File: config.mk
export PLATFORM = sky130hd
export DESIGN_NAME = pvag_csr
export DESIGN_NICKNAME = d
export VERILOG_FILES = /design/src/rtl/pvag_pkg.sv /design/src/rtl/pvag_csr.sv
export SDC_FILE = /design/constraint.sdc
export NUM_CORES = 1
export LEC_CHECK = 0
export CORE_MARGIN = 2
export CORE_UTILIZATION = 56
export CTS_CLUSTER_SIZE = 12
export DETAILED_ROUTE_END_ITERATION = 16
export DONT_BUFFER_PORTS = 1
export PLACE_DENSITY = 0.74
export SYNTH_ARGS = -nofsm -noshare
export SYNTH_HDL_FRONTEND = slang
export SYNTH_SLANG_ARGS = --single-unit
File: constraint.sdc
create_clock -name clock -period 1.2 [get_ports clock]
set_clock_uncertainty 0.1 [all_clocks]
set_input_delay 0.12 -clock clock [delete_from_list [all_inputs] [get_ports clock]]
set_output_delay 0.12 -clock clock [all_outputs]
set_load 0.05 [all_outputs]
File: src/rtl/pvag_pkg.sv
// Shared types, codes and reset values for the phrase voice activity gate.
`timescale 1ns / 1ps

package pvag_pkg;

   // Item codes
   localparam logic [1:0] OP_SAMPLE  = 2'd0;
   localparam logic [1:0] OP_FETCH   = 2'd1;
   localparam logic [1:0] OP_RESTART = 2'd2;

   // Status codes
   localparam logic [1:0] STATUS_OK        = 2'd0;
   localparam logic [1:0] STATUS_NO_SPEECH = 2'd1;
   localparam logic [1:0] STATUS_TOO_SHORT = 2'd2;
   localparam logic [1:0] STATUS_DROPPED   = 2'd3;

   // Register indexes
   localparam logic [2:0] CSR_START_THRESHOLD     = 3'd0;
   localparam logic [2:0] CSR_STOP_THRESHOLD      = 3'd1;
   localparam logic [2:0] CSR_START_RUN_FRAMES    = 3'd2;
   localparam logic [2:0] CSR_STOP_SILENCE_FRAMES = 3'd3;
   localparam logic [2:0] CSR_MIN_HOLD_BYTES      = 3'd4;
   localparam logic [2:0] CSR_MIN_PHRASE_BYTES    = 3'd5;
   localparam logic [2:0] CSR_MAX_FRAMES          = 3'd6;

   localparam int CSR_INDEX_W = 3;
   localparam int CSR_DATA_W  = 24;

   // Register reset values
   localparam logic [14:0] START_THRESHOLD_RST     = 15'd1200;
   localparam logic [14:0] STOP_THRESHOLD_RST      = 15'd780;
   localparam logic [3:0]  START_RUN_FRAMES_RST    = 4'd2;
   localparam logic [7:0]  STOP_SILENCE_FRAMES_RST = 8'd16;
   localparam logic [23:0] MIN_HOLD_BYTES_RST      = 24'd32000;
   localparam logic [23:0] MIN_PHRASE_BYTES_RST    = 24'd24000;
   localparam logic [15:0] MAX_FRAMES_RST          = 16'd250;

   // Saturation limits
   localparam logic [14:0] PEAK_MAX    = 15'h7FFF;
   localparam logic [3:0]  SPEECH_MAX  = 4'hF;
   localparam logic [7:0]  SILENCE_MAX = 8'hFF;
   localparam logic [15:0] FRAMES_MAX  = 16'hFFFF;
   localparam logic [23:0] BYTES_MAX   = 24'hFFFFFF;

   typedef struct packed {
      logic [1:0]         op;
      logic signed [15:0] sample;
      logic               frame_end;
   } req_type;

   typedef struct packed {
      logic               out_valid;
      logic signed [15:0] out_sample;
      logic               replay_last;
      logic               started;
      logic               finished;
      logic [1:0]         status;
      logic [23:0]        total_bytes;
      logic [14:0]        frame_peak;
   } rsp_type;

   typedef struct packed {
      logic [14:0] start_threshold;
      logic [14:0] stop_threshold;
      logic [3:0]  start_run_frames;
      logic [7:0]  stop_silence_frames;
      logic [23:0] min_hold_bytes;
      logic [23:0] min_phrase_bytes;
      logic [15:0] max_frames;
   } cfg_type;

   // Result in flight: sample comes from the pre-roll RAM when use_ram is set
   typedef struct packed {
      rsp_type rsp;
      logic    use_ram;
   } stage_type;

endpackage

File: src/rtl/pvag_csr.sv
// Configuration registers of the phrase voice activity gate.
`timescale 1ns / 1ps

module pvag_csr import pvag_pkg::*; (
   input  logic                   clock,
   input  logic                   reset,
   input  logic                   csr_we,
   input  logic [CSR_INDEX_W-1:0] csr_index,
   input  logic [CSR_DATA_W-1:0]  csr_wdata,
   output cfg_type                cfg
);

   cfg_type cfg_ff;
   cfg_type cfg_in;

   // Decode the write into the addressed field
   always_comb begin
      cfg_in = cfg_ff;
      if (csr_we) begin
         case (csr_index)
            CSR_START_THRESHOLD:     cfg_in.start_threshold     = csr_wdata[14:0];
            CSR_STOP_THRESHOLD:      cfg_in.stop_threshold      = csr_wdata[14:0];
            CSR_START_RUN_FRAMES:    cfg_in.start_run_frames    = csr_wdata[3:0];
            CSR_STOP_SILENCE_FRAMES: cfg_in.stop_silence_frames = csr_wdata[7:0];
            CSR_MIN_HOLD_BYTES:      cfg_in.min_hold_bytes      = csr_wdata[23:0];
            CSR_MIN_PHRASE_BYTES:    cfg_in.min_phrase_bytes    = csr_wdata[23:0];
            CSR_MAX_FRAMES:          cfg_in.max_frames          = csr_wdata[15:0];
            default:                 cfg_in = cfg_ff;
         endcase
      end
   end

   always_ff @(posedge clock) begin
      if (reset) begin
         cfg_ff.start_threshold     <= START_THRESHOLD_RST;
         cfg_ff.stop_threshold      <= STOP_THRESHOLD_RST;
         cfg_ff.start_run_frames    <= START_RUN_FRAMES_RST;
         cfg_ff.stop_silence_frames <= STOP_SILENCE_FRAMES_RST;
         cfg_ff.min_hold_bytes      <= MIN_HOLD_BYTES_RST;
         cfg_ff.min_phrase_bytes    <= MIN_PHRASE_BYTES_RST;
         cfg_ff.max_frames          <= MAX_FRAMES_RST;
      end else begin
         cfg_ff <= cfg_in;
      end
   end

   assign cfg = cfg_ff;

endmodule

==> flow_results.xml <==
<?xml version="1.0" encoding="UTF-8"?>
<metrics>
  <group name="layout">
    <metric name="final_cells" unit="">610</metric>
    <metric name="largest_register_ff_count" unit="">106</metric>
    <metric name="n_fill_cell" unit="">503</metric>
    <metric name="mostFrequentLayoutCell" unit="">sky130_fd_sc_hd__buf_4</metric>
    <metric name="most-common-layout-cells" unit="">sky130_fd_sc_hd__buf_4, sky130_fd_sc_hd__mux2i_1, sky130_fd_sc_hd__dfxtp_1, sky130_fd_sc_hd__nand2b_1, sky130_fd_sc_hd__nor2_1</metric>
    <metric name="layout-drive-gt1-share" unit="%">25.8</metric>
    <metric name="area_growth_syn_to_layout" unit="%">28.7</metric>
    <metric name="final_cell_area" unit="mm2">0.00547</metric>
    <metric name="finish.net_count" unit="">536</metric>
    <metric name="antenna-diode-count" unit="">0</metric>
  </group>
  <group name="drt">
    <metric name="totalWireLength" unit="um">9450</metric>
    <metric name="detail_route.first_pass.iterations" unit="">4</metric>
    <metric name="dr_total_vias" unit="">3059</metric>
    <metric name="route.antenna.remaining_nets" unit="">0</metric>
    <metric name="dr.first_iter.drc_count" unit="">88</metric>
    <metric name="drcViolationCount" unit="">0</metric>
    <metric name="route.detailed.wl_per_inst" unit="um">15.5</metric>
    <metric name="drt-vias-per-instance" unit="">5.01</metric>
  </group>
  <group name="cts">
    <metric name="clk_transition_reported_paths" unit="ps">110</metric>
    <metric name="clock_sink_count" unit="">106</metric>
    <metric name="tritoncts_buffer_count" unit="">9</metric>
    <metric name="cts.root.buffer_cell" unit="">sky130_fd_sc_hd__clkbuf_8</metric>
    <metric name="clockBufferDepth" unit="">2</metric>
    <metric name="tritoncts" unit="">done</metric>
    <metric name="clk-insertion-delay-late" unit="ps">340</metric>
    <metric name="cts.htree.levels" unit="">3</metric>
  </group>
  <group name="status">
    <metric name="run_status" unit="">complete, but fails checks</metric>
    <metric name="violations" unit="">negative hold slack</metric>
  </group>
  <group name="timing">
    <metric name="fin_crit_sh" unit="%">95.7</metric>
    <metric name="final_hold_viol_count" unit="">106</metric>
    <metric name="totalNegativeSetupSlack" unit="ps">0</metric>
    <metric name="setup_violating_endpoint_count_in_the_final_report" unit="">0</metric>
    <metric name="final-max-slew-violation-count" unit="">0</metric>
    <metric name="grt_setup_unrepaired" unit="">false</metric>
    <metric name="slew-limit-headroom" unit="%">77.3</metric>
    <metric name="period_minus_slack" unit="ps">1150</metric>
    <metric name="max_slew.worst_pin.slew" unit="ps">340</metric>
    <metric name="max_freq" unit="GHz">0.870</metric>
    <metric name="worst_hold_slack" unit="ps">-153</metric>
  </group>
  <group name="floorplanning">
    <metric name="floorplan.die_area" unit="mm2">0.00830</metric>
    <metric name="die_w" unit="um">91.1</metric>
    <metric name="placementRows" unit="">31</metric>
    <metric name="die_y" unit="um">91.1</metric>
    <metric name="pin_count" unit="">136</metric>
    <metric name="floorplan.initialDensity" unit="%">58.3</metric>
    <metric name="coreArea" unit="mm2">0.00729</metric>
  </group>
  <group name="synthesis">
    <metric name="synthCells" unit="">398</metric>
    <metric name="synth.yosys.seq_area_share" unit="%">49.9</metric>
    <metric name="yosysWarnings" unit="">0</metric>
    <metric name="synth_cell_type_count" unit="">14</metric>
    <metric name="ys_ff_latch" unit="">106</metric>
    <metric name="postSynthAreaPerCell" unit="um2">10.7</metric>
    <metric name="synthesis.area" unit="mm2">0.00425</metric>
    <metric name="syn-num-nets" unit="">428</metric>
  </group>
  <group name="critical_path">
    <metric name="critPathTopFamily" unit="">flip-flops</metric>
    <metric name="cp-end-kind" unit="">output pin</metric>
    <metric name="critical_path_slowest_stage_cell" unit="">sky130_fd_sc_hd__dfxtp_1</metric>
    <metric name="crit_path_cell_trace" unit="">buf_4</metric>
    <metric name="critical_path_class" unit="">flop to output pin</metric>
    <metric name="crit_buf_inv" unit="">1</metric>
    <metric name="critical_path_peak_fanout" unit="">2</metric>
    <metric name="crit_required" unit="ps">980</metric>
    <metric name="crit_path_max_incr_delay" unit="ps">370</metric>
    <metric name="critical_path_arrival" unit="ps">930</metric>
    <metric name="worst_setup_path_start_kind" unit="">flop</metric>
  </group>
  <group name="power">
    <metric name="leakagePower" unit="nW">2.62</metric>
    <metric name="power_switching" unit="mW">1.72</metric>
    <metric name="design_power" unit="mW">6.45</metric>
    <metric name="switching_share" unit="%">26.6</metric>
    <metric name="comb_power_share" unit="%">11.6</metric>
    <metric name="pwr-share-seq" unit="%">56.4</metric>
    <metric name="worst_ir_drop_vdd" unit="mV">0.802</metric>
    <metric name="power.density_cell_area" unit="mW/mm2">1180</metric>
    <metric name="share_clk_of_total_power" unit="%">32.0</metric>
    <metric name="p_int" unit="mW">4.73</metric>
  </group>
  <group name="placement">
    <metric name="gp_routability_congestion" unit="">0.724</metric>
    <metric name="place_area" unit="mm2">0.00512</metric>
    <metric name="place.port_buffers" unit="">0</metric>
    <metric name="place_hpwl" unit="um">6340</metric>
    <metric name="placedCellCount" unit="">578</metric>
  </group>
  <group name="global_route">
    <metric name="grtUsageTotal" unit="%">22.8</metric>
    <metric name="grt_antenna_before_repair" unit="">0</metric>
    <metric name="grt_max_degree" unit="">145</metric>
    <metric name="grt_first_pass_wirelength" unit="um">15400</metric>
    <metric name="grt_remaining_overflow" unit="">0</metric>
    <metric name="grt_pass1_vias" unit="">3170</metric>
  </group>
  <group name="flow_run">
    <metric name="drv_cap" unit="">0</metric>
  </group>
  <group name="min_path">
    <metric name="min-delay-path-class" unit="">primary input to flop</metric>
  </group>
</metrics>
## repair_timing
item	4_1_cts	5_1_grt
gates resized for setup	0	1
setup endpoints to repair	0	1
endpoints found under the hold margin	106	106
hold buffers	14	2
buffers inserted	0	0
## worst paths after layout
path / from / endpoint / slack [ps] / depth (start not counted)
min reg2reg: cfg[14] / cfg[14] / 380 / 2
min: reset / cfg[7] / -150 / 2
max: cfg[81] / cfg[81] / 50 / 1
max reg2reg: cfg[37] / cfg[37] / 430 / 2
## cell families after synthesis
family	share of synthesized area (%)
buffers and inverters	4.03
flip-flops	49.9
multiplexers	25.0
AND/OR/NAND/NOR	21.1
## through the flow
step	worst slack, ps	utilization [%]
after floorplan	-146	-
after global placement	-8.46	70.2
after detailed placement	-41.1	70.2
after CTS	38.2	74.7
after global routing	1.08	75.0
final	51.0	75.0
## per-layer routing
metal,track usage (%),up-vias,share of wire (%)
li1,-,1527,-
met1,28.7,1436,43
met2,38.7,89,49
met3,5.39,7,6.5
met4,6.82,0,0.96
met5,0,-,0
## final cells by class
cell class,instances,area (um2),area share (%)
clock buffers,10,138,2.52
clock inverters,6,48.8,0.892
multi-input cells,260,1990,36.3
flip-flops and latches,106,2120,38.8
well taps,99,124,2.26
repair buffers,129,1050,19.2
## cells in the mapped netlist (all sizes together)
library cell / instances / area, um2
and4b: 1 / 10.0
buf: 19 / 123
clkbuf: 13 / 48.8
dfxtp: 106 / 2120
mux2i: 106 / 1060
nand2b: 101 / 632
nand4b: 3 / 26.3
nand4bb: 2 / 22.5
nor2: 43 / 161
nor4bb: 3 / 30.0
or4b: 1 / 13.8
## power groups by stage
stage	combinational, mW	sequential [mW]	clock (mW)
global placement	0.697	3.71	0
floorplan	0.318	3.98	0
detailed placement	0.707	3.72	0
finish	0.749	3.64	2.07
CTS	0.747	3.64	2.11
global route	0.786	3.65	2.26
Power figures use the tool's default switching activity.
