===== src/rtl/pvag_pkg.sv =====
// Shared types, codes and reset values for the phrase voice activity gate.
`timescale 1ns / 1ps

package pvag_pkg;

   // Item codes
   localparam logic [1:0] OP_SAMPLE  = 2'd0;
   localparam logic [1:0] OP_FETCH   = 2'd1;
   localparam logic [1:0] OP_RESTART = 2'd2;

   // Status codes
   localparam logic [1:0] STATUS_OK        = 2'd0;
   localparam logic [1:0] STATUS_NO_SPEECH = 2'd1;
   localparam logic [1:0] STATUS_TOO_SHORT = 2'd2;
   localparam logic [1:0] STATUS_DROPPED   = 2'd3;

   // Register indexes
   localparam logic [2:0] CSR_START_THRESHOLD     = 3'd0;
   localparam logic [2:0] CSR_STOP_THRESHOLD      = 3'd1;
   localparam logic [2:0] CSR_START_RUN_FRAMES    = 3'd2;
   localparam logic [2:0] CSR_STOP_SILENCE_FRAMES = 3'd3;
   localparam logic [2:0] CSR_MIN_HOLD_BYTES      = 3'd4;
   localparam logic [2:0] CSR_MIN_PHRASE_BYTES    = 3'd5;
   localparam logic [2:0] CSR_MAX_FRAMES          = 3'd6;

   localparam int CSR_INDEX_W = 3;
   localparam int CSR_DATA_W  = 24;

   // Register reset values
   localparam logic [14:0] START_THRESHOLD_RST     = 15'd1200;
   localparam logic [14:0] STOP_THRESHOLD_RST      = 15'd780;
   localparam logic [3:0]  START_RUN_FRAMES_RST    = 4'd2;
   localparam logic [7:0]  STOP_SILENCE_FRAMES_RST = 8'd16;
   localparam logic [23:0] MIN_HOLD_BYTES_RST      = 24'd32000;
   localparam logic [23:0] MIN_PHRASE_BYTES_RST    = 24'd24000;
   localparam logic [15:0] MAX_FRAMES_RST          = 16'd250;

   // Saturation limits
   localparam logic [14:0] PEAK_MAX    = 15'h7FFF;
   localparam logic [3:0]  SPEECH_MAX  = 4'hF;
   localparam logic [7:0]  SILENCE_MAX = 8'hFF;
   localparam logic [15:0] FRAMES_MAX  = 16'hFFFF;
   localparam logic [23:0] BYTES_MAX   = 24'hFFFFFF;

   typedef struct packed {
      logic [1:0]         op;
      logic signed [15:0] sample;
      logic               frame_end;
   } req_type;

   typedef struct packed {
      logic               out_valid;
      logic signed [15:0] out_sample;
      logic               replay_last;
      logic               started;
      logic               finished;
      logic [1:0]         status;
      logic [23:0]        total_bytes;
      logic [14:0]        frame_peak;
   } rsp_type;

   typedef struct packed {
      logic [14:0] start_threshold;
      logic [14:0] stop_threshold;
      logic [3:0]  start_run_frames;
      logic [7:0]  stop_silence_frames;
      logic [23:0] min_hold_bytes;
      logic [23:0] min_phrase_bytes;
      logic [15:0] max_frames;
   } cfg_type;

   // Result in flight: sample comes from the pre-roll RAM when use_ram is set
   typedef struct packed {
      rsp_type rsp;
      logic    use_ram;
   } stage_type;

endpackage


===== src/rtl/pvag_out.sv =====
// Result pipeline: one stage waiting on the RAM read, then the output register.
`timescale 1ns / 1ps

module pvag_out import pvag_pkg::*; (
   input  logic        clock,
   input  logic        reset,
   input  logic        req_valid,
   output logic        req_ready,
   output logic        accept,
   input  stage_type   item,
   input  logic [15:0] ram_rdata,
   output logic        rsp_valid,
   input  logic        rsp_ready,
   output rsp_type     rsp_payload
);

   logic      s1_valid_ff, s1_valid_in;
   stage_type s1_ff;
   logic      rsp_valid_ff, rsp_valid_in;
   rsp_type   rsp_ff;
   rsp_type   merged;
   logic      s1_move;

   // Move the stage forward when the output register is free or drains
   assign s1_move   = s1_valid_ff && (!rsp_valid_ff || rsp_ready);
   assign req_ready = !s1_valid_ff || s1_move;
   assign accept    = req_valid && req_ready;

   // Merge the RAM read data into the result
   always_comb begin
      merged = s1_ff.rsp;
      if (s1_ff.use_ram) begin
         merged.out_sample = ram_rdata;
      end
   end

   always_comb begin
      s1_valid_in  = accept || (s1_valid_ff && !s1_move);
      rsp_valid_in = s1_move || (rsp_valid_ff && !rsp_ready);
   end

   always_ff @(posedge clock) begin
      if (reset) begin
         s1_valid_ff  <= 1'b0;
         rsp_valid_ff <= 1'b0;
      end else begin
         s1_valid_ff  <= s1_valid_in;
         rsp_valid_ff <= rsp_valid_in;
      end
   end

   // Hold payloads until the next transfer
   always_ff @(posedge clock) begin
      if (accept) begin
         s1_ff <= item;
      end
      if (s1_move) begin
         rsp_ff <= merged;
      end
   end

   assign rsp_valid   = rsp_valid_ff;
   assign rsp_payload = rsp_ff;

endmodule


===== config.mk =====
export PLATFORM = sky130hd
export DESIGN_NAME = pvag_out
export DESIGN_NICKNAME = d
export VERILOG_FILES = /design/src/rtl/pvag_pkg.sv /design/src/rtl/pvag_out.sv
export SDC_FILE = /design/constraint.sdc
export NUM_CORES = 1
export LEC_CHECK = 0
export BUFFER_PORTS_ARGS = -buffer_cell sky130_fd_sc_hd__buf_2
export CORE_MARGIN = 5
export CORE_UTILIZATION = 40
export DETAILED_ROUTE_END_ITERATION = 8
export PLACE_DENSITY_LB_ADDON = 0.1
export SYNTH_ARGS = -nofsm -noshare
export SYNTH_HDL_FRONTEND = slang
export SYNTH_SLANG_ARGS = --single-unit
export TNS_END_PERCENT = 20

===== constraint.sdc =====
create_clock -name clock -period 2.6 [get_ports clock]
set_clock_uncertainty 0.15 [all_clocks]
set_input_delay 0.26 -clock clock [delete_from_list [all_inputs] [get_ports clock]]
set_output_delay 0.26 -clock clock [all_outputs]
set_load 0.02 [all_outputs]

==> results.yml, run 1 <==
layout:
  antenna_cells: 0
  utilization: 0.644
  fin_nets: 479
  area_growth_pct: 56.4
  design_area_mm2: 0.00630
  filler_cell_count: 704
  drive_gt1_frac: 0.480
placed_design:
  placed_area_mm2: 0.00494
  hpwl_mm: 4.84
  gp_congestion: 0.692
  port_buffers: 145
floorplan:
  num_rows: 36
  dieWidth_um: 110
  floorplan.initialDensity: 0.412
  die_area_mm2: 0.0122
  io_pins: 146
  core_area_mm2: 0.00977
  fp.dieH_um: 110
cts:
  cts.sinks: 125
  cts_buffer_depth: 2
  cts_setup_buffers: 0
  numCtsBuffers: 17
  root_buffer: "clkbuf_8"
  tritoncts: "yes"
  clock_latency_ns: 0.49
  h-tree-depth: 4
  clk_pin_slew_ns: 0.06
timing:
  tightest_slew_ns: 0.452
  max_freq_mhz: 459
  hold_ws_ns: 0.264
  hold_viol_final: 0
  setup_viol: 0
  slew_headroom: 0.699
  post-route-period-util: 0.837
  rsz0062_at_grt: "false"
  final.setup.tns_ns: 0
  finalMaxSlewViolations: 0
  period_needed_ns: 2.18
logic_synthesis:
  netlist_top_cells_area: "edfxtp_1 (92%), mux2_4 (3.7%), mux2_2 (1.7%), dfxtp_1 (0.99%), buf_12 (0.50%)"
  yosysWarnings: 0
  yosysSeqAreaShare: 0.927
  netlist.area_leader.share: 0.917
  syn_area_mm2: 0.00403
  yosysTopAreaCell: "edfxtp_1"
  synth_fp_nets: 233
  avgSynthCellArea_um2: 26.7
  synth_cell_type_count: 11
  syn_inst: 151
  ys_ff_latch: 125
global_routing:
  grt_pass1_wl_mm: 11.8
  grt_usage: 0.137
  grt_pass1_vias: 2420
  grt_overflow: 0
  grt_max_degree: 62
  antenna_found_initial: 0
setup_path:
  crit_top_cell: "buf_2"
  cpPeakStageDelay_ns: 0.53
  end_kind: "output port"
  worstPathArrival_ns: 1.77
  critPathTopFamily: "buffers and inverters"
  crit_fanout: 18
  required_ns: 2.19
  slowest_stage: "dlygate4sd3_1"
  path_cells: "dlygate4sd3_1 > buf_2 > nand3b_1 > and2_2 > buf_2"
  path_buf_inv: 3
  crit_type: "input port to output port"
  startpoint_type: "input port"
route:
  vias: 2261
  via_per_inst: 4.16
  drc_errors: 0
  wire_per_inst_um: 14.7
  drt_iter0_drc: 104
  wl_mm: 8.00
  firstDrtPassIters: 4
  ant_nets: 0
run:
  maxCapViolCount: 0
power_and_ir_drop:
  power_density_mw_per_mm2: 767
  leakage_nw: 2.51
  irDropWorstVdd_mv: 0.420
status:
  status: "completed"
min_path:
  min_path_type: "flip-flop to flip-flop"
[cell usage in the layout (no fill, tap or decap), drive strengths merged]
| master | netlist | routed |
|---|---|---|
| bufinv | 0 | 1 |
| and2 | 2 | 2 |
| clkinv | 0 | 7 |
| nand2b | 1 | 1 |
| a21oi | 2 | 2 |
| clkbuf | 0 | 19 |
| nand3b | 1 | 1 |
| edfxtp | 123 | 123 |
| buf | 2 | 148 |
| dlygate4sd3 | 0 | 81 |
| dfxtp | 2 | 2 |
| inv | 2 | 3 |
| mux2 | 16 | 16 |
| clkinvlp | 0 | 4 |
[final cells by class]
class | instances | area (um2) | area share
clock buffer | 19 | 432 | 0.0685
clock inverter | 13 | 119 | 0.0189
inverter | 2 | 7.51 | 0.00119
multi-input combinational | 22 | 256 | 0.0407
sequential | 125 | 3730 | 0.593
tap | 133 | 166 | 0.0264
timing repair buffer | 229 | 1580 | 0.251
[power breakdown]
| group | switching (mW) | internal [mW] | leakage, nW |
|---|---|---|---|
| registers | 0.0243 | 2.34 | 1.19 |
| logic | 0.169 | 0.188 | 1.06 |
| clock network | 0.816 | 1.29 | 0.260 |
[per-layer routing]
layer	up-vias	global-route usage	wire, um	share of wire
met4	0	0.0563	96	0.012
met2	90	0.241	4180	0.52
met1	1063	0.151	3130	0.39
met3	8	0.0478	598	0.075
met5	-	0	0	0
li1	1100	-	-	-
[cells by family after synthesis]
logic type      after synthesis  synth area share
flops                       125             0.927
mux                          16            0.0541
simple gates                  4           0.00653
buf+inv                       4           0.00963
compound gates                2           0.00249
[per-stage QoR]
step                instances  worst slack [ns]  power (mW)
floorplan                 151            0.0965        2.54
global placement          430             0.874        2.67
detailed placement        430             0.822        2.67
CTS                       543             0.440        4.89
global route              543             0.325        5.02
finish                    543             0.423        4.83
[repair_timing]
action,CTS,global route
endpoints found under the hold margin,80,0
resized for setup,0,0
hold buffers,81,0
[synth_stat cells]
master	n
a21oi_1	2
and2_1	2
buf_12	1
buf_6	1
dfxtp_1	2
edfxtp_1	123
inv_1	2
mux2_2	6
mux2_4	10
nand2b_1	1
nand3b_1	1
[flip-flops by register name, indices dropped and copies added (netlist names)]
signal,count
s1_ff,17
s1_valid_ff,1
rsp_payload,61
merged,45
rsp_valid,1
[path summary, 6_finish.rpt]
check / to / startpoint / slack [ns] / cells after the start
hold / removal: rsp_payload[11] / merged[11] / 0.26 / 0
hold reg to reg: rsp_payload[11] / merged[11] / 0.26 / 0
setup reg to reg: s1_ff[56] / rsp_valid / 0.87 / 3
setup / recovery: accept / rsp_ready / 0.42 / 5
Note: power is estimated with default switching activity, not from simulation.
==> run 2, diff against run 1 <==
--- a/config.mk
+++ b/config.mk
@@ -5,6 +5,7 @@
 export SDC_FILE = /design/constraint.sdc
 export NUM_CORES = 1
 export LEC_CHECK = 0
+export ABC_AREA = 1
 export BUFFER_PORTS_ARGS = -buffer_cell sky130_fd_sc_hd__buf_2
 export CORE_MARGIN = 5
 export CORE_UTILIZATION = 40
==> constraint.sdc (replaced) <==
create_clock -name clock -period 2.3 [get_ports clock]
set_clock_uncertainty 0.15 [all_clocks]
set_input_delay 0.23 -clock clock [delete_from_list [all_inputs] [get_ports clock]]
set_output_delay 0.23 -clock clock [all_outputs]
set_load 0.02 [all_outputs]
==> run 2 against run 1 <==
  * Global-route usage up 0.64 points
  * Largest power group unchanged
  * Power rose by 17%
  * Clock power grew 22%
  * Core utilization grew 0.64 points
  * Highest routed layer unchanged
  * Largest cell class unchanged
  * Register-to-register slack worse by 0.22 ns
  * Critical path type is now flip-flop to output port
  * Sequential cell count did not move
  * Non-clock buffer count increased by 1
  * Die area barely moved
  * Critical path depth down 1
  * Combinational power up 11%
  * Cell area grew 0.99%
  * Final cell count up 6.4%
==> results.yml, run 2 <==
status:
  status: "completed"
placed_design:
  port_buffers: 145
  gp_congestion: 0.698
  dpl.cell_count: 464
  placed_area_mm2: 0.00495
  hpwl_mm: 4.99
layout:
  fin_nets: 514
  largest_register_ffs: 61
  stdcell_count: 578
  final_common_cell: "buf_2"
  filler_cell_count: 694
  antenna_cells: 0
  drive_gt1_frac: 0.416
  layout_common_cells: "buf_2 (145), edfxtp_1 (123), dlygate4sd3_1 (82)"
  area_growth_pct: 58.0
  design_area_mm2: 0.00636
floorplan:
  fp.dieH_um: 110
  dieWidth_um: 110
  io_pins: 146
  die_area_mm2: 0.0122
  core_area_mm2: 0.00977
  num_rows: 36
  floorplan.initialDensity: 0.412
logic_synthesis:
  ys.flop_type: "edfxtp_1"
  netlist.area_leader.share: 0.918
  yosysWarnings: 0
  async_flop_share: 0
  yosysSeqAreaShare: 0.928
  netlist_top_cells_area: "edfxtp_1 (92%), inv_1 (1.9%), nand2_1 (1.7%), o21ai_0 (1.5%), dfxtp_1 (0.99%)"
  ys_ff_latch: 125
  synth_cell_type_count: 9
  avgSynthCellArea_um2: 21.6
  yosysMostFrequentCell: "edfxtp_1"
  synth_fp_nets: 268
  synthTopCellsByCount: "edfxtp_1 (123), inv_1 (20), nand2_1 (18)"
  synth-edff-count: 123
  syn_inst: 186
  syn_area_mm2: 0.00403
  yosysTopAreaCell: "edfxtp_1"
cts:
  h-tree-depth: 4
  clk_pin_slew_ns: 0.06
  clock_latency_ns: 0.49
  cts_buffer_depth: 2
  cts.sinks: 125
  cts_setup_buffers: 0
  numCtsBuffers: 17
  tritoncts: "yes"
  root_buffer: "clkbuf_8"
timing:
  finalMaxSlewViolations: 0
  rsz0062_at_grt: "false"
  post-route-period-util: 0.841
  max_freq_mhz: 517
  setup_viol: 0
  period_needed_ns: 1.93
  hold_ws_ns: 0.265
  tightest_slew_ns: 0.940
  final.setup.tns_ns: 0
  slew_headroom: 0.373
  hold_viol_final: 0
setup_path:
  startpoint_type: "flip-flop"
  end_kind: "output port"
  worstPathArrival_ns: 1.55
  crit_fanout: 12
  required_ns: 1.92
  crit_type: "flip-flop to output port"
route:
  wire_per_inst_um: 14.3
  via_per_inst: 4.15
  ant_nets: 0
  wl_mm: 8.26
  vias: 2398
  drt_iter0_drc: 76
  drc_errors: 0
  firstDrtPassIters: 4
power_and_ir_drop:
  leakage_nw: 2.60
  power_density_mw_per_mm2: 889
  irDropWorstVdd_mv: 0.493
global_routing:
  grt_usage: 0.144
  grt_pass1_wl_mm: 12.5
  grt_overflow: 0
  grt_max_degree: 62
  antenna_found_initial: 0
  grt_pass1_vias: 2564
min_path:
  min_path_type: "flip-flop to flip-flop"
run:
  maxCapViolCount: 0
## run 2: cell types whose count changed in the layout (fill, tap and decap cells not counted), sizes merged, moves of 2 or more
| cell | previous run | this run |
|---|---|---|
| mux2 | 16 | 0 |
| nand2 | 0 | 18 |
| inv | 3 | 22 |
| and2 | 2 | 0 |
| bufinv | 1 | 3 |
| o21ai | 0 | 16 |
| clkbuf | 19 | 17 |
## run 2: metrics by stage
| step | worst slack (ns) | total power, mW | util |
|---|---|---|---|
| after floorplan | -0.363 | 2.87 | - |
| after CTS | 0.311 | 5.73 | 0.651 |
| after global placement | 0.705 | 3.01 | 0.507 |
| after global routing | 0.242 | 5.88 | 0.651 |
| final | 0.365 | 5.65 | 0.651 |
| after detailed placement | 0.647 | 3.02 | 0.507 |
## run 2: cell type report
class	instances	area, um2	area share
Clock buffer	17	414	0.0651
Inverter	20	75.1	0.0118
Timing Repair Buffer	230	1610	0.253
Sequential cell	125	3730	0.587
Tap cell	133	166	0.0262
Multi-Input combinational cell	38	194	0.0305
Clock inverter	15	171	0.0269
## run 2: final timing paths
kind	from	end	slack [ns]	depth (start not counted)
min reg2reg	merged[10]	rsp_payload[10]	0.26	0
min	merged[10]	rsp_payload[10]	0.26	0
max reg2reg	s1_ff[0]	rsp_payload[51]	0.65	1
max	rsp_valid	accept	0.37	4
## run 2: power breakdown
part	internal (mW)	leakage (nW)	switching [mW]
Sequential	2.65	1.19	0.0355
Combinational	0.198	1.12	0.197
Clock	1.65	0.282	0.930
## run 2: routing by layer
| layer | part of all wire | track usage | vias up |
|---|---|---|---|
| met2 | 0.50 | 0.247 | 99 |
| met3 | 0.085 | 0.0547 | 9 |
| met1 | 0.40 | 0.157 | 1104 |
| met4 | 0.013 | 0.0660 | 0 |
| li1 | - | - | 1186 |
| met5 | 0 | 0 | - |
## run 2: critical path, stage by stage (launching register included)
cell	delay [ns]
dfxtp_1	0.35
nand3_1	0.14
nand2_1	0.07
inv_2	0.25
buf_2	0.23
## run 2: cells by family after synthesis
logic type	synth area share
buf+inv	0.0270
flops	0.928
compound gates	0.0274
simple gates	0.0180
## run 2: timing repair
| item | CTS | global route |
|---|---|---|
| setup endpoints to repair | 0 | 0 |
| gates resized for setup | 0 | 0 |
| endpoints found under the hold margin | 80 | 0 |
| hold buffers | 82 | 0 |
