===== config.mk =====
export PLATFORM = sky130hd
export DESIGN_NAME = pvag_ctrl
export DESIGN_NICKNAME = d
export VERILOG_FILES = /design/src/rtl/pvag_pkg.sv /design/src/rtl/pvag_ctrl.sv
export SDC_FILE = /design/constraint.sdc
export NUM_CORES = 1
export LEC_CHECK = 0
export BUFFER_PORTS_ARGS = -buffer_cell sky130_fd_sc_hd__buf_4
export CORE_UTILIZATION = 32
export DETAILED_ROUTE_END_ITERATION = 8
export GPL_ROUTABILITY_DRIVEN = 0
export SLEW_MARGIN = 10
export SYNTH_ARGS = -nofsm -noshare
export SYNTH_HDL_FRONTEND = slang
export SYNTH_SLANG_ARGS = --single-unit

===== constraint.sdc =====
create_clock -name clock -period 10 [get_ports clock]
set_input_delay 0.5 -clock clock [delete_from_list [all_inputs] [get_ports clock]]
set_output_delay 0.5 -clock clock [all_outputs]
set_load 0.01 [all_outputs]

===== src/rtl/pvag_pkg.sv =====
// Shared types, codes and reset values for the phrase voice activity gate.
`timescale 1ns / 1ps

package pvag_pkg;

   // Item codes
   localparam logic [1:0] OP_SAMPLE  = 2'd0;
   localparam logic [1:0] OP_FETCH   = 2'd1;
   localparam logic [1:0] OP_RESTART = 2'd2;

   // Status codes
   localparam logic [1:0] STATUS_OK        = 2'd0;
   localparam logic [1:0] STATUS_NO_SPEECH = 2'd1;
   localparam logic [1:0] STATUS_TOO_SHORT = 2'd2;
   localparam logic [1:0] STATUS_DROPPED   = 2'd3;

   // Register indexes
   localparam logic [2:0] CSR_START_THRESHOLD     = 3'd0;
   localparam logic [2:0] CSR_STOP_THRESHOLD      = 3'd1;
   localparam logic [2:0] CSR_START_RUN_FRAMES    = 3'd2;
   localparam logic [2:0] CSR_STOP_SILENCE_FRAMES = 3'd3;
   localparam logic [2:0] CSR_MIN_HOLD_BYTES      = 3'd4;
   localparam logic [2:0] CSR_MIN_PHRASE_BYTES    = 3'd5;
   localparam logic [2:0] CSR_MAX_FRAMES          = 3'd6;

   localparam int CSR_INDEX_W = 3;
   localparam int CSR_DATA_W  = 24;

   // Register reset values
   localparam logic [14:0] START_THRESHOLD_RST     = 15'd1200;
   localparam logic [14:0] STOP_THRESHOLD_RST      = 15'd780;
   localparam logic [3:0]  START_RUN_FRAMES_RST    = 4'd2;
   localparam logic [7:0]  STOP_SILENCE_FRAMES_RST = 8'd16;
   localparam logic [23:0] MIN_HOLD_BYTES_RST      = 24'd32000;
   localparam logic [23:0] MIN_PHRASE_BYTES_RST    = 24'd24000;
   localparam logic [15:0] MAX_FRAMES_RST          = 16'd250;

   // Saturation limits
   localparam logic [14:0] PEAK_MAX    = 15'h7FFF;
   localparam logic [3:0]  SPEECH_MAX  = 4'hF;
   localparam logic [7:0]  SILENCE_MAX = 8'hFF;
   localparam logic [15:0] FRAMES_MAX  = 16'hFFFF;
   localparam logic [23:0] BYTES_MAX   = 24'hFFFFFF;

   typedef struct packed {
      logic [1:0]         op;
      logic signed [15:0] sample;
      logic               frame_end;
   } req_type;

   typedef struct packed {
      logic               out_valid;
      logic signed [15:0] out_sample;
      logic               replay_last;
      logic               started;
      logic               finished;
      logic [1:0]         status;
      logic [23:0]        total_bytes;
      logic [14:0]        frame_peak;
   } rsp_type;

   typedef struct packed {
      logic [14:0] start_threshold;
      logic [14:0] stop_threshold;
      logic [3:0]  start_run_frames;
      logic [7:0]  stop_silence_frames;
      logic [23:0] min_hold_bytes;
      logic [23:0] min_phrase_bytes;
      logic [15:0] max_frames;
   } cfg_type;

   // Result in flight: sample comes from the pre-roll RAM when use_ram is set
   typedef struct packed {
      rsp_type rsp;
      logic    use_ram;
   } stage_type;

endpackage


===== src/rtl/pvag_ctrl.sv =====
// Session control: frame tracking, pre-roll ring bookkeeping and replay walk.
`timescale 1ns / 1ps

module pvag_ctrl import pvag_pkg::*; #(
   parameter int PREROLL_SLOTS = 12,
   parameter int FRAME_SAMPLES = 512,
   localparam int SLOT_W = (PREROLL_SLOTS > 1) ? $clog2(PREROLL_SLOTS) : 1,
   localparam int OFF_W  = $clog2(FRAME_SAMPLES + 1),
   localparam int DEPTH  = PREROLL_SLOTS * FRAME_SAMPLES,
   localparam int ADDR_W = $clog2(DEPTH),
   localparam int RING_W = $clog2(DEPTH + 1)
) (
   input  logic              clock,
   input  logic              reset,
   input  logic              accept,
   input  req_type           req,
   input  cfg_type           cfg,
   output stage_type         item,
   output logic              ram_we,
   output logic [ADDR_W-1:0] ram_waddr,
   output logic [15:0]       ram_wdata,
   output logic              ram_re,
   output logic [ADDR_W-1:0] ram_raddr
);

   // Control state
   logic [SLOT_W-1:0]        ws_ff, ws_in;
   logic [OFF_W-1:0]         wo_ff, wo_in;
   logic [14:0]              peak_ff, peak_in;
   logic [3:0]               speech_ff, speech_in;
   logic [7:0]               silence_ff, silence_in;
   logic                     active_ff, active_in;
   logic                     done_ff, done_in;
   logic [23:0]              bytes_ff, bytes_in;
   logic [15:0]              frames_ff, frames_in;
   logic [SLOT_W-1:0]        rs_ff, rs_in;
   logic [OFF_W-1:0]         ro_ff, ro_in;
   logic [PREROLL_SLOTS-1:0] mask_ff, mask_in;
   logic [RING_W-1:0]        ring_ff, ring_in;
   logic [OFF_W-1:0]         len_ff [PREROLL_SLOTS];
   logic                     len_we;

   // Slot search
   logic [SLOT_W-1:0]        ws_next;
   logic [SLOT_W-1:0]        rs_plus1;
   logic [PREROLL_SLOTS-1:0] mask_fill;
   logic [PREROLL_SLOTS-1:0] mask_drain;
   logic [SLOT_W-1:0]        srch_base;
   logic [PREROLL_SLOTS-1:0] srch_mask;
   logic                     srch_found;
   logic [SLOT_W-1:0]        srch_idx;

   logic pending;

   assign pending = active_ff && (|mask_ff);

   // Ring neighbors and masks for the two search uses
   assign ws_next  = (int'(ws_ff) + 1 >= PREROLL_SLOTS) ? '0 : ws_ff + 1'b1;
   assign rs_plus1 = (int'(rs_ff) + 1 >= PREROLL_SLOTS) ? '0 : rs_ff + 1'b1;
   assign mask_fill  = mask_ff | (PREROLL_SLOTS'(1) << ws_ff);
   assign mask_drain = mask_ff & ~(PREROLL_SLOTS'(1) << rs_ff);
   assign srch_base = (req.op == OP_FETCH) ? rs_plus1 : ws_next;
   assign srch_mask = (req.op == OP_FETCH) ? mask_drain : mask_fill;

   // Find the nearest filled slot at or after the base, going round the ring
   always_comb begin
      int                cand_i;
      logic [SLOT_W-1:0] cand;
      srch_found = 1'b0;
      srch_idx   = srch_base;
      for (int k = PREROLL_SLOTS - 1; k >= 0; k--) begin
         cand_i = int'(srch_base) + k;
         if (cand_i >= PREROLL_SLOTS) begin
            cand_i = cand_i - PREROLL_SLOTS;
         end
         cand = SLOT_W'(cand_i);
         if (srch_mask[cand]) begin
            srch_found = 1'b1;
            srch_idx   = cand;
         end
      end
   end

   // Next state and result of the item at the input
   always_comb begin
      logic [15:0]       neg;
      logic [15:0]       mag16;
      logic [14:0]       mag;
      logic [14:0]       peak;
      logic [OFF_W-1:0]  wo1;
      logic [OFF_W-1:0]  ro1;
      logic              close;
      logic              dropped;
      logic              stop;
      logic [15:0]       frames_new;
      logic [3:0]        speech_new;
      logic [7:0]        silence_new;
      logic [RING_W-1:0] ring_new;
      logic [RING_W-1:0] old_len;
      logic [24:0]       sum;
      logic [23:0]       bytes_tmp;

      ws_in      = ws_ff;
      wo_in      = wo_ff;
      peak_in    = peak_ff;
      speech_in  = speech_ff;
      silence_in = silence_ff;
      active_in  = active_ff;
      done_in    = done_ff;
      frames_in  = frames_ff;
      rs_in      = rs_ff;
      ro_in      = ro_ff;
      mask_in    = mask_ff;
      ring_in    = ring_ff;
      len_we     = 1'b0;
      bytes_tmp  = bytes_ff;

      item      = '0;
      ram_we    = 1'b0;
      ram_re    = 1'b0;
      ram_wdata = req.sample;
      ram_waddr = ADDR_W'(ADDR_W'(ws_ff) * ADDR_W'(FRAME_SAMPLES)) + ADDR_W'(wo_ff);
      ram_raddr = ADDR_W'(ADDR_W'(rs_ff) * ADDR_W'(FRAME_SAMPLES)) + ADDR_W'(ro_ff);

      neg         = ~req.sample + 16'd1;
      mag16       = req.sample[15] ? neg : req.sample;
      mag         = mag16[15] ? PEAK_MAX : mag16[14:0];
      peak        = (mag > peak_ff) ? mag : peak_ff;
      wo1         = wo_ff + 1'b1;
      ro1         = ro_ff + 1'b1;
      close       = req.frame_end || (int'(wo1) >= FRAME_SAMPLES);
      dropped     = 1'b0;
      stop        = 1'b0;
      frames_new  = (frames_ff != FRAMES_MAX) ? frames_ff + 16'd1 : frames_ff;
      speech_new  = '0;
      silence_new = '0;
      old_len     = mask_ff[ws_ff] ? RING_W'(len_ff[ws_ff]) : '0;
      ring_new    = ring_ff - old_len + RING_W'(wo1);
      sum         = '0;

      case (req.op)
         OP_RESTART: begin
            ws_in      = '0;
            wo_in      = '0;
            peak_in    = '0;
            speech_in  = '0;
            silence_in = '0;
            active_in  = 1'b0;
            done_in    = 1'b0;
            frames_in  = '0;
            rs_in      = '0;
            ro_in      = '0;
            mask_in    = '0;
            ring_in    = '0;
            bytes_tmp  = '0;
         end
         OP_FETCH: begin
            // Read the next replay sample on the transfer only, so the read
            // data hold while the result waits; advance to the next filled slot
            if (pending) begin
               ram_re             = accept;
               item.use_ram       = 1'b1;
               item.rsp.out_valid = 1'b1;
               if (ro1 >= len_ff[rs_ff]) begin
                  mask_in = mask_drain;
                  ro_in   = '0;
                  if (srch_found) begin
                     rs_in = srch_idx;
                  end else begin
                     item.rsp.replay_last = 1'b1;
                  end
               end else begin
                  ro_in = ro1;
               end
            end
         end
         OP_SAMPLE: begin
            if (!done_ff) begin
               // Store, drop or pass the sample
               if (!active_ff) begin
                  ram_we = accept;
               end else if (|mask_ff) begin
                  dropped = 1'b1;
               end else begin
                  item.rsp.out_valid  = 1'b1;
                  item.rsp.out_sample = req.sample;
                  sum = {1'b0, bytes_ff} + 25'd2;
                  bytes_tmp = sum[24] ? BYTES_MAX : sum[23:0];
               end

               if (close) begin
                  item.rsp.frame_peak = peak;
                  peak_in   = '0;
                  frames_in = frames_new;
                  wo_in     = '0;
                  if (!active_ff) begin
                     // Close a pre-roll slot and check for speech start
                     len_we  = 1'b1;
                     mask_in = mask_fill;
                     ws_in   = ws_next;
                     ring_in = ring_new;
                     if (peak >= cfg.start_threshold) begin
                        speech_new = (speech_ff == SPEECH_MAX) ? speech_ff
                                                               : speech_ff + 4'd1;
                     end
                     speech_in = speech_new;
                     if (speech_new >= cfg.start_run_frames) begin
                        active_in  = 1'b1;
                        silence_in = '0;
                        item.rsp.started = 1'b1;
                        sum = {1'b0, bytes_tmp} + 25'({ring_new, 1'b0});
                        bytes_tmp = sum[24] ? BYTES_MAX : sum[23:0];
                        rs_in = srch_idx;
                        ro_in = '0;
                     end
                  end else begin
                     // Count silent frames once the hold amount is recorded
                     if (peak >= cfg.stop_threshold || bytes_tmp < cfg.min_hold_bytes) begin
                        silence_in = '0;
                     end else begin
                        silence_new = (silence_ff == SILENCE_MAX) ? silence_ff
                                                                  : silence_ff + 8'd1;
                        silence_in  = silence_new;
                        stop        = silence_new >= cfg.stop_silence_frames;
                     end
                  end
                  if (frames_new >= cfg.max_frames) begin
                     stop = 1'b1;
                  end
                  if (stop) begin
                     done_in = 1'b1;
                     item.rsp.finished = 1'b1;
                  end
               end else begin
                  wo_in   = wo1;
                  peak_in = peak;
               end
            end
         end
         default: begin
            item = '0;
         end
      endcase

      // Final status wins over a dropped sample
      if (item.rsp.finished) begin
         if (!active_in) begin
            item.rsp.status = STATUS_NO_SPEECH;
         end else if (bytes_tmp < cfg.min_phrase_bytes) begin
            item.rsp.status = STATUS_TOO_SHORT;
         end else begin
            item.rsp.status = STATUS_OK;
         end
      end else if (dropped) begin
         item.rsp.status = STATUS_DROPPED;
      end

      bytes_in = bytes_tmp;
      item.rsp.total_bytes = bytes_tmp;
   end

   // Advance control state on each transfer
   always_ff @(posedge clock) begin
      if (reset) begin
         ws_ff      <= '0;
         wo_ff      <= '0;
         peak_ff    <= '0;
         speech_ff  <= '0;
         silence_ff <= '0;
         active_ff  <= 1'b0;
         done_ff    <= 1'b0;
         bytes_ff   <= '0;
         frames_ff  <= '0;
         rs_ff      <= '0;
         ro_ff      <= '0;
         mask_ff    <= '0;
         ring_ff    <= '0;
      end else if (accept) begin
         ws_ff      <= ws_in;
         wo_ff      <= wo_in;
         peak_ff    <= peak_in;
         speech_ff  <= speech_in;
         silence_ff <= silence_in;
         active_ff  <= active_in;
         done_ff    <= done_in;
         bytes_ff   <= bytes_in;
         frames_ff  <= frames_in;
         rs_ff      <= rs_in;
         ro_ff      <= ro_in;
         mask_ff    <= mask_in;
         ring_ff    <= ring_in;
      end
   end

   // Slot lengths; a slot whose mask bit is clear reads as empty
   always_ff @(posedge clock) begin
      if (accept && len_we) begin
         len_ff[ws_ff] <= wo_ff + 1'b1;
      end
   end

`ifndef SYNTHESIS
   // Pre-roll is only written while waiting for speech
   assert property (@(posedge clock) disable iff (reset) ram_we |-> !active_ff)
      else $error("pre-roll write while phrase active");
   // Store and replay never share a cycle
   assert property (@(posedge clock) disable iff (reset) !(ram_we && ram_re))
      else $error("pre-roll read and write in one cycle");
   // Open frame never reaches the frame size
   assert property (@(posedge clock) disable iff (reset) int'(wo_ff) < FRAME_SAMPLES)
      else $error("frame offset overflow");
   // A start transfer leaves the phrase active with replay pending
   assert property (@(posedge clock) disable iff (reset)
      (accept && item.rsp.started) |=> (active_ff && (|mask_ff)))
      else $error("phrase start without pending replay");
`endif

endmodule


==> impl_metrics.yaml <==
run_status:
  violations: "negative setup slack"
  status: "finished with violations"
routing:
  drc: 0
  wirelength_um: 72700
  drt_iter0_drc: 1870
  drt-met1-wl_um: 31600
  post_drt_wl_per_cell_um: 19.2
  route.met2.wl_um: 33600
  final_antenna_net_count: 0
  dr_total_vias: 20803
  vias_per_cell: 5.49
  wl_met3_um: 5650
  drt_first_pass_iters: 7
  top_layer: "met4"
clock_tree:
  cts_root_buf: "clkbuf_16"
  clkTransAtPathRegs_ns: 0.06
  cts_buffer_depth: 3
  clkLatencyLatePin_ns: 0.58
  numCtsBuffers: 28
  cts_max_level: 1
  clkSinkCount: 250
  cts_tree: "done"
synthesis:
  synth_cell_types: 109
  netlist_area_mm2: 0.0224
  muxShareOfSynthArea_pct: 10.4
  synth_top_family_by_area: "compound AO/OA/AOI/OAI gates"
  synth_edf_count: 120
  synth_ff_type: "dfxtp_1"
  synth_adder_area_share_pct: 12.3
  syn-num-nets: 2932
  yosys_warnings: 0
  synth_xor_area_share_pct: 3.32
  avgSynthCellArea_um2: 8.64
  yosys.area_share.simple_pct: 19.1
  synth_compound_area_share_pct: 20.0
  netlist_instances: 2591
  synth-seq-cells: 250
  yosysSeqAreaShare_pct: 27.7
  synth-async-reset-ratio_pct: 0
timing:
  fin_ws_ns: -0.226
  worst_pin_slew_ns: 1.26
  rsz0062_at_grt: "true"
  setup_viol_count_final: 1
  holdWs_ns: 0.306
  fmax_ghz: 0.0978
  finalMaxSlewViolations: 0
  fin_crit_ns: 10.23
  fin_crit_sh_pct: 102
  slew_headroom_pct: 16.2
  finalSetupTns_ns: -0.226
  hold_viol: 0
  finClkSkew_ns: 0.0126
finish:
  fin_util_pct: 38.7
  n_fill_cell: 7033
  drive_gt1_share_pct: 20.1
  nNetsFinal: 3177
  fin_area_mm2: 0.0267
  instances_no_fill: 3791
  layout-area-overhead-vs-synth_pct: 19.2
power:
  ir_worst_vdd_uv: 92.5
  power_mw: 2.84
  p_leak_nw: 11.3
  cellPowerDensity_mw_per_mm2: 106
placed_design:
  dp.cells: 3733
  place_area_mm2: 0.0257
  port_buffers: 233
  hpwl_um: 55100
  pre_cts_slack_ns: -0.482
die:
  die_area_mm2: 0.0710
  io_pins: 234
  core_area_mm2: 0.0689
  initial_core_util_pct: 32.5
  num_rows: 96
  die_y_um: 267
  chipWidth_um: 267
run:
  cap_violations: 0
worst_setup_path:
  required_ns: 9.50
  worst-path-max-fanout: 4
  worstSetupPathType: "input port to primary output"
  crit_family: "compound AO/OA/AOI/OAI gates"
  end_kind: "primary output"
  critPathLaunchType: "input port"
  critPathArrivalTime_ns: 9.73
  worst-path-buf-inv: 3
  slowest_delay_ns: 0.54
  slowest_stage: "or4_4"
  cp_common_cell: "a21o_1"
global_route:
  grt_max_degree: 72
  grt_usage_pct: 20.1
  grt_pass1_vias: 19778
  antenna_found_initial: 0
  grt_pass1_wl_um: 113000
  overflow: 0
worst_hold_path:
  hp-class: "input port to register"
metal layers:
metal | global-route usage [%] | vias up
li1 | - | 9966
met1 | 27.7 | 9874
met2 | 32.9 | 841
met3 | 2.77 | 122
met4 | 5.11 | 0
met5 | 0 | -
worst reg2reg max path, delay by kind of cell, from the launching register on:
family / cells / cell delay, ns
buffers and inverters: 3 / 0.69
AO/OA/AOI/OAI: 11 / 3.51
AND/OR/NAND/NOR: 3 / 1.10
XOR/XNOR: 1 / 0.31
flip-flops: 1 / 0.46
adder cells (fa/ha/maj): 4 / 1.39
cells in the mapped netlist, drive strengths merged, types with 46 or more instances:
cell      n  area, um2
nor2    230        866
nand2   199        747
and2     48        300
mux4     71       1600
buf      71        448
nand3    96        490
nor2b    46        290
clkbuf   88        334
ha      202       2530
edfxtp  120       3600
a21o     53        398
a21oi   173        873
xnor2    55        482
nor3     57        285
dfxtp   130       2600
o21ai   134        671
inv     220        828
mux2i    48        480
state kept, by name, summed over array words and instances, names as in the netlist, 8 cells and up, named ones only:
signal      count
frames_ff      16
len_ff        120
wo_ff          10
ro_ff          10
silence_ff      8
mask_ff        12
peak_ff        15
ring_ff        13
bytes_ff       24
final timing paths:
check | slack, ns | from | to | depth (start not counted)
worst max register to register | 2.39 | ws_ff[0] | register | 22
worst min-delay path | 0.31 | req[18] | done_ff | 2
worst min register to register | 0.47 | frames_ff[8] | frames_ff[8] | 2
worst max-delay path | -0.23 | req[7] | item[41] | 54
report_power, final:
part	switching [mW]	total, mW	internal (mW)
Clock	0.457	1.09	0.630
Sequential	0.0113	1.08	1.07
Combinational	0.382	0.671	0.289
Total	0.850	2.84	1.99
timing repair:
| action | 4_1_cts | 5_1_grt |
|---|---|---|
| resized for setup | 9 | 5 |
| pin swaps | 15 | 11 |
| setup endpoints to repair | 1 | 1 |
| buffers inserted | 3 | 1 |
| hold buffers | 0 | 0 |
cell usage in the layout (no fill, tap or decap), types with 71 or more instances in the layout:
master,Yosys,layout
a21oi_1,171,168
buf_4,37,371
dfxtp_1,130,128
edfxtp_1,120,120
ha_1,202,201
inv_1,215,215
mux4_2,71,71
nand2_1,199,199
nand3_1,94,94
nor2_1,229,227
o21ai_0,125,120
cell type report:
class                      count  area [um2]  area share [%]
antenna                        2        5.00          0.0187
clock buffer                  33         733            2.75
clock inverter                19         223           0.834
inverter                     222         836            3.13
multi-input combinational   1960       14700            55.0
sequential                   250        6210            23.3
tap                          931        1160            4.36
timing repair buffer         374        2840            10.6
kinds of logic (layout without fill, tap and decap cells):
kind of cell	Yosys count	after routing
simple gates	862	862
flops	250	250
buf+inv	381	648
xor+xnor	85	85
mux	141	141
fa+ha+maj	213	213
other cells	0	2
compound gates	659	659
(Power assumes the default switching activity.)
